### config.mk
export PLATFORM = sky130hd
export DESIGN_NAME = onic_ram
export DESIGN_NICKNAME = d
export VERILOG_FILES = /design/src/rtl/core/offset_normalized_image_convolution_unit_assert.svh /design/src/rtl/core/onic_ram.sv
export SDC_FILE = /design/constraint.sdc
export NUM_CORES = 1
export LEC_CHECK = 0
export BUFFER_PORTS_ARGS = -buffer_cell sky130_fd_sc_hd__buf_2
export CAP_MARGIN = 30
export CORE_ASPECT_RATIO = 1.75
export CORE_MARGIN = 1.5
export CORE_UTILIZATION = 35
export DETAILED_ROUTE_END_ITERATION = 6
export PLACE_DENSITY = 0.6
export SYNTH_ARGS = -nofsm -noshare
export SYNTH_HDL_FRONTEND = slang
export SYNTH_SLANG_ARGS = --single-unit
### constraint.sdc
create_clock -name clk -period 2 [get_ports clk]
set_input_delay 0.2 -clock clk [delete_from_list [all_inputs] [get_ports clk]]
set_output_delay 0.2 -clock clk [all_outputs]
set_load 0.02 [all_outputs]
### src/rtl/core/offset_normalized_image_convolution_unit_assert.svh
// Assertion macros for the offset normalised convolution unit.
`ifndef OFFSET_NORMALIZED_IMAGE_CONVOLUTION_UNIT_ASSERT_SVH
`define OFFSET_NORMALIZED_IMAGE_CONVOLUTION_UNIT_ASSERT_SVH
`ifndef SYNTHESIS
// Consequent must hold in the same cycle as the antecedent.
`define ONIC_ASSERT_NOW(lbl, ante, cons) \
	lbl: assert property (@(posedge clk) disable iff (!arst_n) (ante) |-> (cons)) \
	else $error("onic assertion failed");
// Consequent must hold in the cycle after the antecedent.
`define ONIC_ASSERT_NEXT(lbl, ante, cons) \
	lbl: assert property (@(posedge clk) disable iff (!arst_n) (ante) |=> (cons)) \
	else $error("onic assertion failed");
`else
`define ONIC_ASSERT_NOW(lbl, ante, cons)
`define ONIC_ASSERT_NEXT(lbl, ante, cons)
`endif
`endif

### src/rtl/core/onic_ram.sv
module onic_ram #(
	parameter int WIDTH = 8,
	parameter int DEPTH = 16
) (
	input  logic                     clk,
	input  logic                     we,
	input  logic [$clog2(DEPTH)-1:0] waddr,
	input  logic [WIDTH-1:0]         wdata,
	input  logic [$clog2(DEPTH)-1:0] raddr,
	output logic [WIDTH-1:0]         rdata
);

	logic [WIDTH-1:0] mem [DEPTH];

	// Single write port and registered read port.
	always_ff @(posedge clk) begin
		if (we) begin
			mem[waddr] <= wdata;
		end
		rdata <= mem[raddr];
	end

endmodule

## Yosys cells after proc, flatten, opt, wreduce, memory -nomap -nowiden

Memories as Yosys holds them, arrays and structs flattened. A register that Yosys moved wholly into a read port is not among the register bits.
Cells that the tools add are included.
W data, S select, Z words.

| operators by class | value |
|---|---|
| muxes and demuxes | 2 |

Operators with widths:

| cell | count |
|---|---|
| $mux W1 | 2 |

| storage, ports and cells | value |
|---|---|
| bits in writable memories | 128 |
| output and inout port bits | 8 |
| logic and storage cells | 3 |
| memories kept | 1 |
| bits of input ports | 18 |
| register bits after elaboration | 0 |

Memory list:

| memory | words | bits a word | read ports | clocked after Yosys merged registers in | wr ports | line | RTL |
|---|---|---|---|---|---|---|---|
| mem | 16 | 8 | 1 | 1 | 1 | onic_ram.sv:13 | `logic [WIDTH-1:0] mem [DEPTH];` |

## Longest topological paths before layout

| depth | value |
|---|---|
| depth in word-level cells | 2 |
| gate-level depth with buffers | 5 |
| depth with buffers taken out | 3 |

## Worst setup path before layout

Ideal clock, no wire load.

| path | value |
|---|---|
| path type | input-to-reg |
| from | in waddr[2] |
| to | mem mem[0][0], enable pin |
| setup time | 383 ps |
| data required time | 1617 ps |
| buffers on the path | 0 |
| stages | 2 |
| setup slack | 307 ps |
| arrival time | 1310 ps |
| cells stage by stage | or3b_2 -> nor3_1 |

RTL lines:

| element | line | RTL |
|---|---|---|
| from (decl) | onic_ram.sv:7 | `input logic [$clog2(DEPTH)-1:0] waddr,` |
| to (decl) | onic_ram.sv:13 |  |

Straight into the memory's write port.

==> flow_summary.toml <==
[finish]
layout_common_cells = "edfxtp_1 (128), buf_2 (25), buf_4 (19)"
antennaDiodeCount = 0
nets = 302
layout_commonest_cell = "edfxtp_1"
drive_gt1_share_pct = 32.0
area_growth_pct = 20.4

[sta]
setup_tns_ps = 0
maxSlewViolCount = 0
slew_headroom_pct = 72.7
fin_skew_ps = 5.76
tightestPinTransition_ps = 410
hold_viol_final = 0
timing.fmax_mhz = 749
whs_ps = 176
setup_viol = 0
rsz0062_at_grt = "false"
min_period_ps = 1340
period_share_pct = 66.8

[clocking]
cts_setup_buffers = 0
root_buffer = "clkbuf_16"
hold_buffers = 0
cts_tree = "done"
clkTransAtPathRegs_ps = 60
cts_buffers = 17
clock_path_buffers = 2
clock-sinks = 136
insertion_delay_ps = 410
htreeDepth = 4
cts_resized = 0

[floorplan]
io_pins = 26
core_mm2 = 0.0144
start_util_pct = 35.8
die_h_um = 163
num_rows = 58
die_w_um = 94.7
dieArea_mm2 = 0.0155

[power_and_ir_drop]
finalPower_mw = 6.66
p_int_mw = 5.29
p_leak_nw = 2.10
p_seq_share_pct = 48.1
peakVddDrop_v = 0.000473
p_sw_mw = 1.38
p_clk_share_pct = 47.2
power.density_mw_per_mm2 = 1080
pwr-share-comb_pct = 4.7
p_sw_share_pct = 20.7

[yosys]
synth.distinct_cells = 19
synth-adder-area-share_pct = 0
syn_inst = 229
synth.mux.area_fraction_pct = 15.0
syn-cell-area_mm2 = 0.00515
synth_top_family_by_area = "multiplexers"
synth-seq-cells = 136
yosys_warnings = 0
synthXorXnorAreaFrac_pct = 0
syn_nets = 247
yosys.area_share.simple_pct = 3.18
synth.avg_cell_area_um2 = 22.5
seq_area_frac_synth_pct = 77.8
synth-compound-area-share_pct = 2.33

[setup_path]
path_max_fanout = 1
startpoint_type = "flop"
cp-end-kind = "flop"
arrival_ps = 1630
required_ps = 2300
worstSetupPathType = "reg -> reg"

[job]
cap_violations = 0

[global_route]
overflow = 0
track_usage_pct = 14.2
grt_max_degree = 33
grt_pass1_wl_mm = 15.1
antenna_found_initial = 0
grt_pass1_vias = 2530

[detailed_routing]
drtIter0Drc = 134
drt_first_pass_iters = 4
wl_per_cell_um = 20.9
vias = 2356
vias_per_cell = 4.94
drt_wl_total_mm = 9.95
final_antenna_net_count = 0
drcViolationCount = 0

[status]
status = "completed"

[placement]
io_buffers = 25
dpl.hpwl_mm = 6.81
globalplace.congestion = 0.694

[worst_hold_path]
hold_path.class = "in -> reg"
==> cells by family after synthesis <==
group	Yosys count
AO/OA/AOI/OAI	16
buffers and inverters	10
flip-flops	136
multiplexers	32
AND/OR/NAND/NOR	35
==> critical path: stages (launching register included) <==
cell,delay [ps]
edfxtp_1,380
mux4_1,530
a22oi_1,230
nand2_1,90
==> Yosys cell counts <==
| cell | number | share of area (%) |
|---|---|---|
| edfxtp_1 | 128 | 75 |
| mux4_2 | 18 | 7.9 |
| a22oi_1 | 16 | 2.3 |
| mux4_1 | 14 | 7.1 |
| nor2_1 | 13 | 0.95 |
| nand2_1 | 9 | 0.66 |
| dfxtp_1 | 8 | 3.1 |
| nor3_1 | 4 | 0.39 |
| buf_2 | 3 | 0.29 |
| buf_6 | 3 | 0.66 |
| clkdlybuf4s25_2 | 3 | 0.58 |
| nand2b_1 | 2 | 0.24 |
| nand3b_1 | 2 | 0.29 |
| and2_1 | 1 | 0.12 |
| and2b_1 | 1 | 0.15 |
| buf_4 | 1 | 0.15 |
| nand3_1 | 1 | 0.097 |
| nor2b_1 | 1 | 0.12 |
| or3b_2 | 1 | 0.17 |
==> flip-flops by register name, indices dropped and copies added, names as in the netlist <==
register / cells
mem: 128
rdata: 8
==> routing by layer <==
layer  global-route usage [%]  vias to the layer above  wire length [um]
met5                        0                        -                 0
met4                     6.11                        0               180
met3                     3.91                       13               358
met2                     26.1                       47              5790
met1                     14.7                     1212              3620
li1                         -                     1084                 -
==> layout make-up <==
cell class | count | area (um^2)
Sequential cell | 136 | 4000
Multi-Input combinational cell | 83 | 1060
Fill cell | 1237 | 8170
Timing Repair Buffer | 46 | 308
Tap cell | 180 | 225
Clock buffer | 18 | 429
Clock inverter | 14 | 174
==> stage by stage <==
step	instances	setup WS [ps]	area, um^2	util [%]
global route	477	600	6200	43.1
global placement	445	353	5590	38.9
floorplan	229	307	5150	-
finish	477	664	6200	43.1
CTS	477	668	6200	43.1
detailed placement	445	358	5590	38.9
==> worst paths after layout <==
check                             endpoint  slack (ps)       start  cells after the start
worst max-delay path              rdata[1]         660   mem[4][1]                      3
worst max register to register    rdata[1]         660   mem[4][1]                      3
worst min-delay path            mem[11][2]         180    wdata[2]                      1
worst min register to register    rdata[4]         670  mem[14][4]                      3
==> power by group through the flow <==
stage,registers [mW],logic (mW),clock network (mW)
floorplan,3.28,0.162,0
global placement,3.26,0.310,0
detailed placement,3.27,0.319,0
CTS,3.21,0.319,3.21
global route,3.21,0.340,3.32
finish,3.20,0.312,3.15
No activity file was read; power rests on OpenSTA's default activity.
