**config.mk**
```make
export PLATFORM = sky130hd
export DESIGN_NAME = onic_div
export DESIGN_NICKNAME = d
export VERILOG_FILES = /design/src/rtl/core/offset_normalized_image_convolution_unit_assert.svh /design/src/rtl/core/onic_pkg.sv /design/src/rtl/core/onic_div.sv
export SDC_FILE = /design/constraint.sdc
export NUM_CORES = 1
export LEC_CHECK = 0
export ABC_AREA = 1
export BUFFER_PORTS_ARGS = -buffer_cell sky130_fd_sc_hd__buf_4
export CORE_ASPECT_RATIO = 1.75
export CORE_MARGIN = 2
export CORE_UTILIZATION = 61
export DETAILED_ROUTE_END_ITERATION = 12
export PLACE_DENSITY = 0.86
export SLEW_MARGIN = 20
export SYNTH_ARGS = -nofsm -noshare
export SYNTH_HDL_FRONTEND = slang
export SYNTH_SLANG_ARGS = --single-unit
```
**constraint.sdc**
```tcl
create_clock -name clk -period 3.8 [get_ports clk]
set_input_delay 0.57 -clock clk [delete_from_list [all_inputs] [get_ports clk]]
set_output_delay 0.57 -clock clk [all_outputs]
set_load 0.01 [all_outputs]
```
**src/rtl/core/offset_normalized_image_convolution_unit_assert.svh**
```systemverilog
// Assertion macros for the offset normalised convolution unit.
`ifndef OFFSET_NORMALIZED_IMAGE_CONVOLUTION_UNIT_ASSERT_SVH
`define OFFSET_NORMALIZED_IMAGE_CONVOLUTION_UNIT_ASSERT_SVH
`ifndef SYNTHESIS
// Consequent must hold in the same cycle as the antecedent.
`define ONIC_ASSERT_NOW(lbl, ante, cons) \
	lbl: assert property (@(posedge clk) disable iff (!arst_n) (ante) |-> (cons)) \
	else $error("onic assertion failed");
// Consequent must hold in the cycle after the antecedent.
`define ONIC_ASSERT_NEXT(lbl, ante, cons) \
	lbl: assert property (@(posedge clk) disable iff (!arst_n) (ante) |=> (cons)) \
	else $error("onic assertion failed");
`else
`define ONIC_ASSERT_NOW(lbl, ante, cons)
`define ONIC_ASSERT_NEXT(lbl, ante, cons)
`endif
`endif

```
**src/rtl/core/onic_pkg.sv**
```systemverilog
package onic_pkg;

	// Sizes of the kernel and of the image.
	localparam int MAX_KERNEL = 5;
	localparam int MAX_WIDTH  = 1024;
	localparam int ADDR_W     = $clog2(MAX_WIDTH);
	localparam int LINES      = MAX_KERNEL - 1;
	localparam int LINE_W     = LINES * 8;

	// Configuration port.
	localparam int CFG_W   = 40;
	localparam int CIDX_W  = 3;
	localparam logic [CIDX_W-1:0] REG_ROW0   = 3'd0;
	localparam logic [CIDX_W-1:0] REG_ROW4   = 3'd4;
	localparam logic [CIDX_W-1:0] REG_HEIGHT = 3'd5;
	localparam logic [CIDX_W-1:0] REG_WIDTH  = 3'd6;
	localparam logic [CIDX_W-1:0] REG_IMAGE  = 3'd7;

	// Arithmetic.
	localparam int ACC_W = 20;
	localparam int NUM_W = 5;
	localparam int CNT_W = 5;
	localparam logic [8:0] PIX_OFFSET = 9'd128;
	localparam logic [7:0] PIX_MAX    = 8'd255;

	typedef struct packed {
		logic                    start;
		logic signed [ACC_W-1:0] dividend;
		logic [NUM_W-1:0]        divisor;
	} div_req_t;

	typedef struct packed {
		logic                    done;
		logic signed [ACC_W-1:0] quotient;
	} div_rsp_t;

endpackage

```
**src/rtl/core/onic_div.sv**
```systemverilog
module onic_div import onic_pkg::*; (
	input  logic     clk,
	input  logic     arst_n,
	input  div_req_t req,
	output div_rsp_t rsp
);

	logic             busy_q;
	logic             done_q;
	logic             neg_q;
	logic [CNT_W-1:0] cnt_q;
	logic [NUM_W:0]   rem_q;
	logic [ACC_W-1:0] quo_q;
	logic [NUM_W-1:0] div_q;
	logic [NUM_W:0]   rem_shift;
	logic             qbit;

	// One quotient bit a cycle, restoring division on magnitudes.
	always_comb begin
		rem_shift = {rem_q[NUM_W-1:0], quo_q[ACC_W-1]};
		qbit      = (rem_shift >= {1'b0, div_q});
	end

	always_ff @(posedge clk or negedge arst_n) begin
		if (!arst_n) begin
			busy_q <= 1'b0;
			done_q <= 1'b0;
			cnt_q  <= '0;
		end else begin
			done_q <= 1'b0;
			if (req.start) begin
				busy_q <= 1'b1;
				cnt_q  <= CNT_W'(ACC_W);
			end else if (busy_q) begin
				cnt_q <= cnt_q - 1'b1;
				if (cnt_q == CNT_W'(1)) begin
					busy_q <= 1'b0;
					done_q <= 1'b1;
				end
			end
		end
	end

	// Datapath needs no reset.
	always_ff @(posedge clk) begin
		if (req.start) begin
			neg_q <= req.dividend[ACC_W-1];
			quo_q <= req.dividend[ACC_W-1] ? ACC_W'(-req.dividend) : ACC_W'(req.dividend);
			rem_q <= '0;
			div_q <= req.divisor;
		end else if (busy_q) begin
			rem_q <= qbit ? (rem_shift - {1'b0, div_q}) : rem_shift;
			quo_q <= {quo_q[ACC_W-2:0], qbit};
		end
	end

	// Truncation toward zero: negate the magnitude quotient for a negative dividend.
	assign rsp.done     = done_q;
	assign rsp.quotient = neg_q ? -$signed(quo_q) : $signed(quo_q);

endmodule
```
; ---- Word-level counts from Yosys, hierarchy flattened
; Index checks and enable logic that the tools add are counted.
[totals]
mem_bits_ro = 0
latchBits = 0
ram_bits = 0
word_cells = 27
reg_bits = 38
n_memories = 0
output_inout_bits = 21
[op_classes]
addsub = 4
div = 0
eq_ne = 1
bitwise = 0
n_reduce_logical = 1
mux = 13
shifts = 0
multipliers = 0
order_cmp = 1
[op_table]
columns = operator, n
row1 = 2-to-1 mux 20 bit, 4
row2 = negator 20 bit, 2
row3 = 2-to-1 mux 5 bit, 3
row4 = >= comparator 6 x 5 -> 1 bit, 1
row5 = 2-to-1 mux 1 bit, 6
row6 = "== test 5 x 1 -> 1 bit, second input constant", 1
row7 = "subtractor 5 x 1 -> 5 bit, second input constant", 1
row8 = subtractor 5 bit, 1
row9 = nonzero test 2 bit, 1

; ---- Logic depth before layout (Yosys ltp)
; Gate-level depths: netlist of the first run.
[logic_depth]
depth_word = 4
depth_mapped = 11
ltp_nobuf = 11

; ---- Worst setup path after synthesis of the first run
; OpenSTA, ideal clock, no wires.
[synth_timing]
path_type = register to output
start = register quo_q[0]
end = output rsp[18] (netlist name)
path_slack_ps = 1919
t_arrival_ps = 1311
t_required_ps = 3230
stages_incl_launch_ff = 9
path_buffers = 0
cell_sequence = edfxtp_1 > inv_2 > ha_1 > nand3_1 > nor2_2 > nand3_1 > nand2_2 > nand2_1 > xor2_1
[synth_rtl]
columns = item, line_no
row1 = "start, declared", onic_div.sv:13  ; logic [ACC_W-1:0] quo_q;
row2 = "start signal, assigned", onic_div.sv:48  ; quo_q <= req.dividend[ACC_W-1] ? ACC_W'(-req.dividend) : ACC_W'(req.dividend);
row3 = "start signal, assigned", onic_div.sv:53  ; quo_q <= {quo_q[ACC_W-2:0], qbit};
row4 = "end, declared", onic_div.sv:5  ; output div_rsp_t rsp

==> results of run 1 <==
routing by layer:
metal	share of wire (%)	vias to the layer above	global-route usage, %
met5	0	-	0
met4	4.3	0	14.23
met3	2.8	26	3.581
met2	57	70	51.98
met1	36	1221	23.71
li1	-	1329	-
layout make-up:
type	count	share of cell area, %
flip-flops and latches	38	32.24
clock buffers	6	2.521
multi-input cells	291	46.56
repair buffers	48	11.00
clock inverters	2	0.3438
inverters	47	5.386
well taps	51	1.948
state kept, by name, summed over array words and instances, names as in the netlist:
signal / count
rem_q: 5
busy_q: 1
div_q: 5
cnt_q: 5
done_q: 1
quo_q: 20
neg_q: 1
power groups by stage:
stage	clock (W)	sequential, W	combinational [W]
floorplan	0	0.000564	0.000385
global placement	0	0.000584	0.000538
detailed placement	0	0.000588	0.000556
CTS	0.000294	0.000580	0.000559
global route	0.000307	0.000590	0.000617
finish	0.000294	0.000580	0.000560
cells by family (layout without fill, tap and decap cells):
family	count (synthesis)	after routing	synth area share [%]
and+or+nand+nor	211	211	33.70
buffers and inverters	58	103	8.514
AOI/OAI and AO/OA	49	49	9.136
DFF	38	38	37.43
xor gates and xnor gates	21	21	6.519
adders and majority gates	10	10	4.701
cell usage after synthesis:
cell      count
o21ai_0      12
nor2_1       41
nand3_1      33
fa_1          1
xnor2_1       3
nand2_2       5
a21oi_1      11
ha_1          9
xor2_1       18
edfxtp_1     26
nand3_2       2
o211ai_1      3
nand2_4       2
buf_2         6
nor2_2        7
dfxtp_1       5
clkbuf_1      2
inv_2         6
buf_4         2
or2_1         2
o22ai_1       1
inv_1        41
buf_6         1
or2_4         1
nand3b_1      1
nor2_4        3
nor3_2        2
dfrtp_1       7
nand2_1     106
o21ai_1      20
a31oi_1       1
nor3_1        3
o31ai_1       1
nand4_1       3
worst paths after layout:
path                                  to  slack [ns]  cells after the start
min in group clk                div_q[4]        0.45                      1
worst max-delay path             rsp[16]        1.29                      9
worst min-delay path            cnt_q[4]        0.06                      1
max in group asynchronous         busy_q        3.62                      1
worst max register to register  quo_q[0]        1.90                     10
worst min register to register  cnt_q[4]        0.49                      1
placed cells by master (no fill, tap or decap), types with 2 or more instances in the layout:
cell	synthesis	routed
ha_1	9	9
nor2_4	3	3
nand3_1	33	33
nor2_2	7	7
nand3_2	2	2
inv_2	6	6
o21ai_1	20	20
nor3_2	2	2
or2_1	2	2
nand2_4	2	2
nand2_1	106	106
nand4_1	3	3
o21ai_0	12	12
inv_1	41	41
xor2_1	18	18
edfxtp_1	26	26
buf_4	2	48
clkbuf_8	0	6
nor3_1	3	3
nand2_2	5	5
dfxtp_1	5	5
xnor2_1	3	3
dfrtp_1	7	7
o211ai_1	3	3
a21oi_1	11	11
nor2_1	41	41
metrics by stage:
| step | setup slack [ns] | instance area (µm²) | instances | utilization, % | total power [W] |
|---|---|---|---|---|---|
| after global placement | 1.728 | 3182 | 475 | 71.59 | 0.001122 |
| final | 1.288 | 3276 | 483 | 73.71 | 0.001433 |
| after floorplan | 1.919 | 2821 | 387 | - | 0.0009493 |
| after detailed placement | 1.648 | 3182 | 475 | 71.59 | 0.001144 |
| after CTS | 1.303 | 3276 | 483 | 73.71 | 0.001433 |
| after global routing | 1.194 | 3276 | 483 | 73.71 | 0.001514 |
==> results_dict.tcl, run 1 <==
set metrics [dict create \
    clock_latency_ns 0.30 \
    drcViolationCount 0 \
    synth_top_area_share_pct 27.67 \
    setup_tns_ns 0 \
    maxSlewViolCount 0 \
    fillers 367 \
    start_util_pct 63.49 \
    grt_pass1_vias 2598 \
    crit_family "simple AND/OR/NAND/NOR gates" \
    port_buffers 48 \
    nNetsFinal 469 \
    vias 2646 \
    layout-drive-gt1-share_pct 19.44 \
    syn_inst 387 \
    multi_input_area_um2 1525 \
    worst-path-buf-inv 2 \
    antenna_found_initial 0 \
    yosysWarnings 0 \
    whs_ns 0.06058 \
    grt.total_usage_pct 25.76 \
    synth_area_um2 2821 \
    seq_area_um2 1056 \
    avgSynthCellArea_um2 7.291 \
    core_area_um2 4444 \
    die_x_um 55.41 \
    endpoint_kind "primary output" \
    ys_top_cells_by_area "edfxtp_1, nand2_1, dfrtp_1, nand3_1, xor2_1" \
    slew_headroom_pct 48.36 \
    htreeDepth 2 \
    clock-sinks 38 \
    crit_fanout 5 \
    combPwrFrac_pct 39.0 \
    clk_pin_slew_ns 0.08 \
    drt-vias-per-instance 5.478 \
    period_minus_slack_ns 2.512 \
    synth_cell_types 34 \
    antenna_cells 0 \
    syn2layout_area_growth_pct 16.10 \
    fmax_mhz 398.1 \
    setup_violations 0 \
    dr.pass1.iters 4 \
    drt_iter0_drc 80 \
    worst_slew_pin_slew_ns 0.7737 \
    crit_start "quo_q[0]" \
    cts_buffer_depth 2 \
    grt_pass1_wl_um 10510 \
    finClkSkew_ns 0.01072 \
    dieArea_um2 5207 \
    outcome "finished clean" \
    cp.required_ns 3.23 \
    ys_ff_latch 38 \
    io_pins 49 \
    gr-total-overflow 0 \
    timing.max_cap.violations 0 \
    drt-total-wl_um 6464 \
    grt_setup_unrepaired "false" \
    cts_buffers 5 \
    leakage_nw 1.597 \
    path_class "reg -> out" \
    crit_chain "inv_2 -> ha_1 -> nand3_1 -> nor2_2 -> nand3_1 -> nand2_2 -> nand2_1 -> xor2_1 -> buf_4" \
    holdBufCountCts 0 \
    cp-start-kind "flop" \
    hp-class "in -> async" \
    yosysSeqAreaShare_pct 37.43 \
    internal_power_w 0.0009035 \
    cpMaxStageDelayCell "edfxtp_1" \
    vdd_ir_drop_max_mv 0.3006 \
    clock_power_share_pct 20.5 \
    synth_area_leader_cell "edfxtp_1" \
    syn_nets 425 \
    gp_congestion 0.9041 \
    die_h_um 93.97 \
    crit_path_max_incr_delay_ns 0.41 \
    power_switching_w 0.0005300 \
    hold_viol_final 0 \
    p_per_area_nw_per_um2 437.6 \
    place_hpwl_um 5015 \
    seq_power_share_pct 40.5 \
    grt_start_max_net_pins 30 \
    power_switching_share_pct 36.97 \
    cpMostUsedCell "nand3_1" \
    cts_resized 0 \
    critical_path_arrival_ns 1.94 \
    cts_tree "built" \
    r2r-start "quo_q[19]" \
    drtAntennaViolNets 0 \
    wl_per_cell_um 13.38 \
    period_share_pct 66.11 \
    cts_root_buffer "clkbuf_8" \
    num_rows 32 \
    post_cts_buffers 0 \
]
Note: power is estimated with default switching activity, not from simulation.
==> run 2, diff against run 1 <==
--- a/config.mk
+++ b/config.mk
@@ -5,13 +5,13 @@
 export SDC_FILE = /design/constraint.sdc
 export NUM_CORES = 1
 export LEC_CHECK = 0
-export ABC_AREA = 1
+export ABC_AREA = 0
 export BUFFER_PORTS_ARGS = -buffer_cell sky130_fd_sc_hd__buf_4
 export CORE_ASPECT_RATIO = 1.75
 export CORE_MARGIN = 2
-export CORE_UTILIZATION = 61
+export CORE_UTILIZATION = 51
 export DETAILED_ROUTE_END_ITERATION = 12
-export PLACE_DENSITY = 0.86
+export PLACE_DENSITY = 0.77
 export SLEW_MARGIN = 20
 export SYNTH_ARGS = -nofsm -noshare
 export SYNTH_HDL_FRONTEND = slang
==> constraint.sdc (replaced) <==
create_clock -name clk -period 2.2 [get_ports clk]
set_input_delay 0.33 -clock clk [delete_from_list [all_inputs] [get_ports clk]]
set_output_delay 0.33 -clock clk [all_outputs]
set_load 0.01 [all_outputs]
==> results_dict.tcl, run 2 <==
set metrics [dict create \
    yosysWarnings 0 \
    die_h_um 100.1 \
    place_hpwl_um 5042 \
    grt_pass1_wl_um 11160 \
    syn_nets 328 \
    antenna_cells 0 \
    ys_ff_latch 38 \
    drtAntennaViolNets 0 \
    synth_area_leader_cell "edfxtp_1" \
    clock_latency_ns 0.30 \
    cp.required_ns 1.87 \
    endpoint_kind "primary output" \
    gr-total-overflow 0 \
    worst_slew_pin_slew_ns 0.4726 \
    cts_buffer_depth 2 \
    grt_setup_unrepaired "true" \
    cp-start-kind "flop" \
    hp-class "in -> reg" \
    critical_path_arrival_ns 2.15 \
    wl_per_cell_um 16.59 \
    slew_headroom_pct 68.49 \
    synth_ff_type "edfxtp_1" \
    timing.max_cap.violations 0 \
    crit_fanout 5 \
    cts_buffers 5 \
    mostFrequentLayoutCell "buf_4" \
    setup_tns_ns -2.396 \
    drt-vias-per-instance 6.026 \
    p_per_area_nw_per_um2 747.9 \
    path_class "reg -> out" \
    ys_top_cells_by_area "edfxtp_1, xnor2_1, dfrtp_1, xor2_1, nor2_1" \
    placed_area_um2 3273 \
    crit_start "quo_q[11]" \
    drcViolationCount 1 \
    synth_cell_types 51 \
    async_flop_share_pct 18.42 \
    vias 2525 \
    grt_pass1_vias 2484 \
    largest_register "quo_q" \
    io_pins 49 \
    violations "DRC, setup timing" \
    nNetsFinal 401 \
    r2r.worst_path.cells 8 \
    layout-drive-gt1-share_pct 31.59 \
    dr.pass1.iters 9 \
    port_buffers 48 \
    dieArea_um2 5892 \
    timing.final.ws_setup_ns -0.2800 \
    outcome "complete, but fails checks" \
    synth_top_area_share_pct 29.04 \
    yosysSeqAreaShare_pct 39.27 \
    synth_area_um2 2689 \
    syn_inst 290 \
    maxSlewViolCount 0 \
    drt_iter0_drc 43 \
    period_minus_slack_ns 2.480 \
    setup_violations 11 \
    grt.total_usage_pct 24.58 \
    antenna_found_initial 0 \
    reg2reg_setup_slack_ns 0.05 \
    grt_start_max_net_pins 36 \
    vdd_ir_drop_max_mv 0.5946 \
    drt-total-wl_um 6950 \
    crit_end "rsp[17]" \
    finClkSkew_ns 0.005931 \
    design_area_um2 3518 \
    fillers 407 \
    yosys-top-cells-count "nor2_1, edfxtp_1, xnor2_1, nand2_1, a21oi_1" \
    hold_viol_final 0 \
    clk_pin_slew_ns 0.08 \
    cts_root_buffer "clkbuf_8" \
    final_cell_mix "buf_4, nor2_1, edfxtp_1, xnor2_1, nand2_1" \
    largest_register_ff_count 20 \
    start_util_pct 52.03 \
    num_rows 35 \
    core_area_um2 5167 \
    r2r-start "quo_q[19]" \
    htreeDepth 2 \
    avgSynthCellArea_um2 9.272 \
    syn2layout_area_growth_pct 30.85 \
    worst_r2r_endpoint "quo_q[0]" \
    period_share_pct 112.7 \
    fmax_mhz 403.2 \
    gp_congestion 0.8257 \
    yosysMostFrequentCell "nor2_1" \
    cts_tree "built" \
    die_x_um 58.89 \
    clock-sinks 38 \
    synth_edf_count 26 \
    leakage_nw 1.482 \
]
==> run 2: kinds of logic after synthesis <==
family	synth area share [%]
AOI/OAI and AO/OA	16.33
xor gates and xnor gates	11.73
adders and majority gates	4.933
buffers and inverters	5.165
DFF	39.27
muxes	1.722
and+or+nand+nor	20.85
==> run 2: report_power, final <==
group	leakage, nW	internal (W)	total, W	switching (W)
Combinational	1.05	0.000583	0.00114	0.000559
Sequential	0.389	0.000897	0.00102	0.000121
Clock	0.0426	0.000218	0.000472	0.000254
Total	1.48	0.00170	0.00263	0.000934
==> run 2: cell type report <==
cell class / instances / area (µm²) / share of cell area [%]
Inverter: 17 / 63.81 / 1.814
Multi-Input combinational cell: 219 / 1614 / 45.87
Sequential cell: 38 / 1056 / 30.01
Timing Repair Buffer: 82 / 634.4 / 18.03
Clock buffer: 6 / 72.57 / 2.063
Clock inverter: 2 / 8.758 / 0.2489
Tap cell: 55 / 68.82 / 1.956
==> run 2: how the worst min path moves through the flow <==
stage               startpoint        to  slack, ns  cells past startpoint
floorplan               arst_n    busy_q       0.03                      0
global placement        arst_n  cnt_q[2]       0.15                      1
detailed placement      arst_n  cnt_q[4]       0.15                      1
CTS                     req[1]  div_q[1]       0.20                      1
global route            req[2]  div_q[2]       0.20                      1
finish                  req[1]  div_q[1]       0.20                      1
==> run 2: timing repair <==
action                     4_1_cts  5_1_grt
setup endpoints to repair       13       19
pin swaps                        5        9
hold buffers                     1        0
hold endpoints to repair         7        0
cloned                           0        0
gates resized for setup         10       13
buffers inserted                 3        2
==> run 2: routing by layer <==
layer	share of wire (%)	global-route usage, %	wire, µm
met1	36	27.04	2502
met2	56	44.44	3889
met3	4.8	3.479	336
met4	3.2	11.89	221
met5	0	0	0
==> run 2: per-stage QoR <==
| stage | std cells | hold slack, ns | power, W | utilization [%] | setup slack, ns |
|---|---|---|---|---|---|
| 3_3_place_gp | 405 | 0.1473 | 0.002027 | 63.34 | -0.03402 |
| 2_1_floorplan | 290 | 0.03441 | 0.001622 | - | 0.01845 |
| 3_5_place_dp | 405 | 0.1473 | 0.002056 | 63.34 | -0.07631 |
| 5_1_grt | 419 | 0.1979 | 0.002793 | 68.09 | -0.3811 |
| 4_1_cts | 417 | 0.2000 | 0.002564 | 66.85 | -0.3421 |
| 6_report | 419 | 0.2010 | 0.002632 | 68.09 | -0.2800 |
==> run 2: worst max-delay path, cell delays in order, from the launching register on <==
cell	delay (ns)
edfxtp_1	0.41
or3_4	0.40
or4_4	0.50
o41ai_4	0.25
xnor2_1	0.15
buf_4	0.14
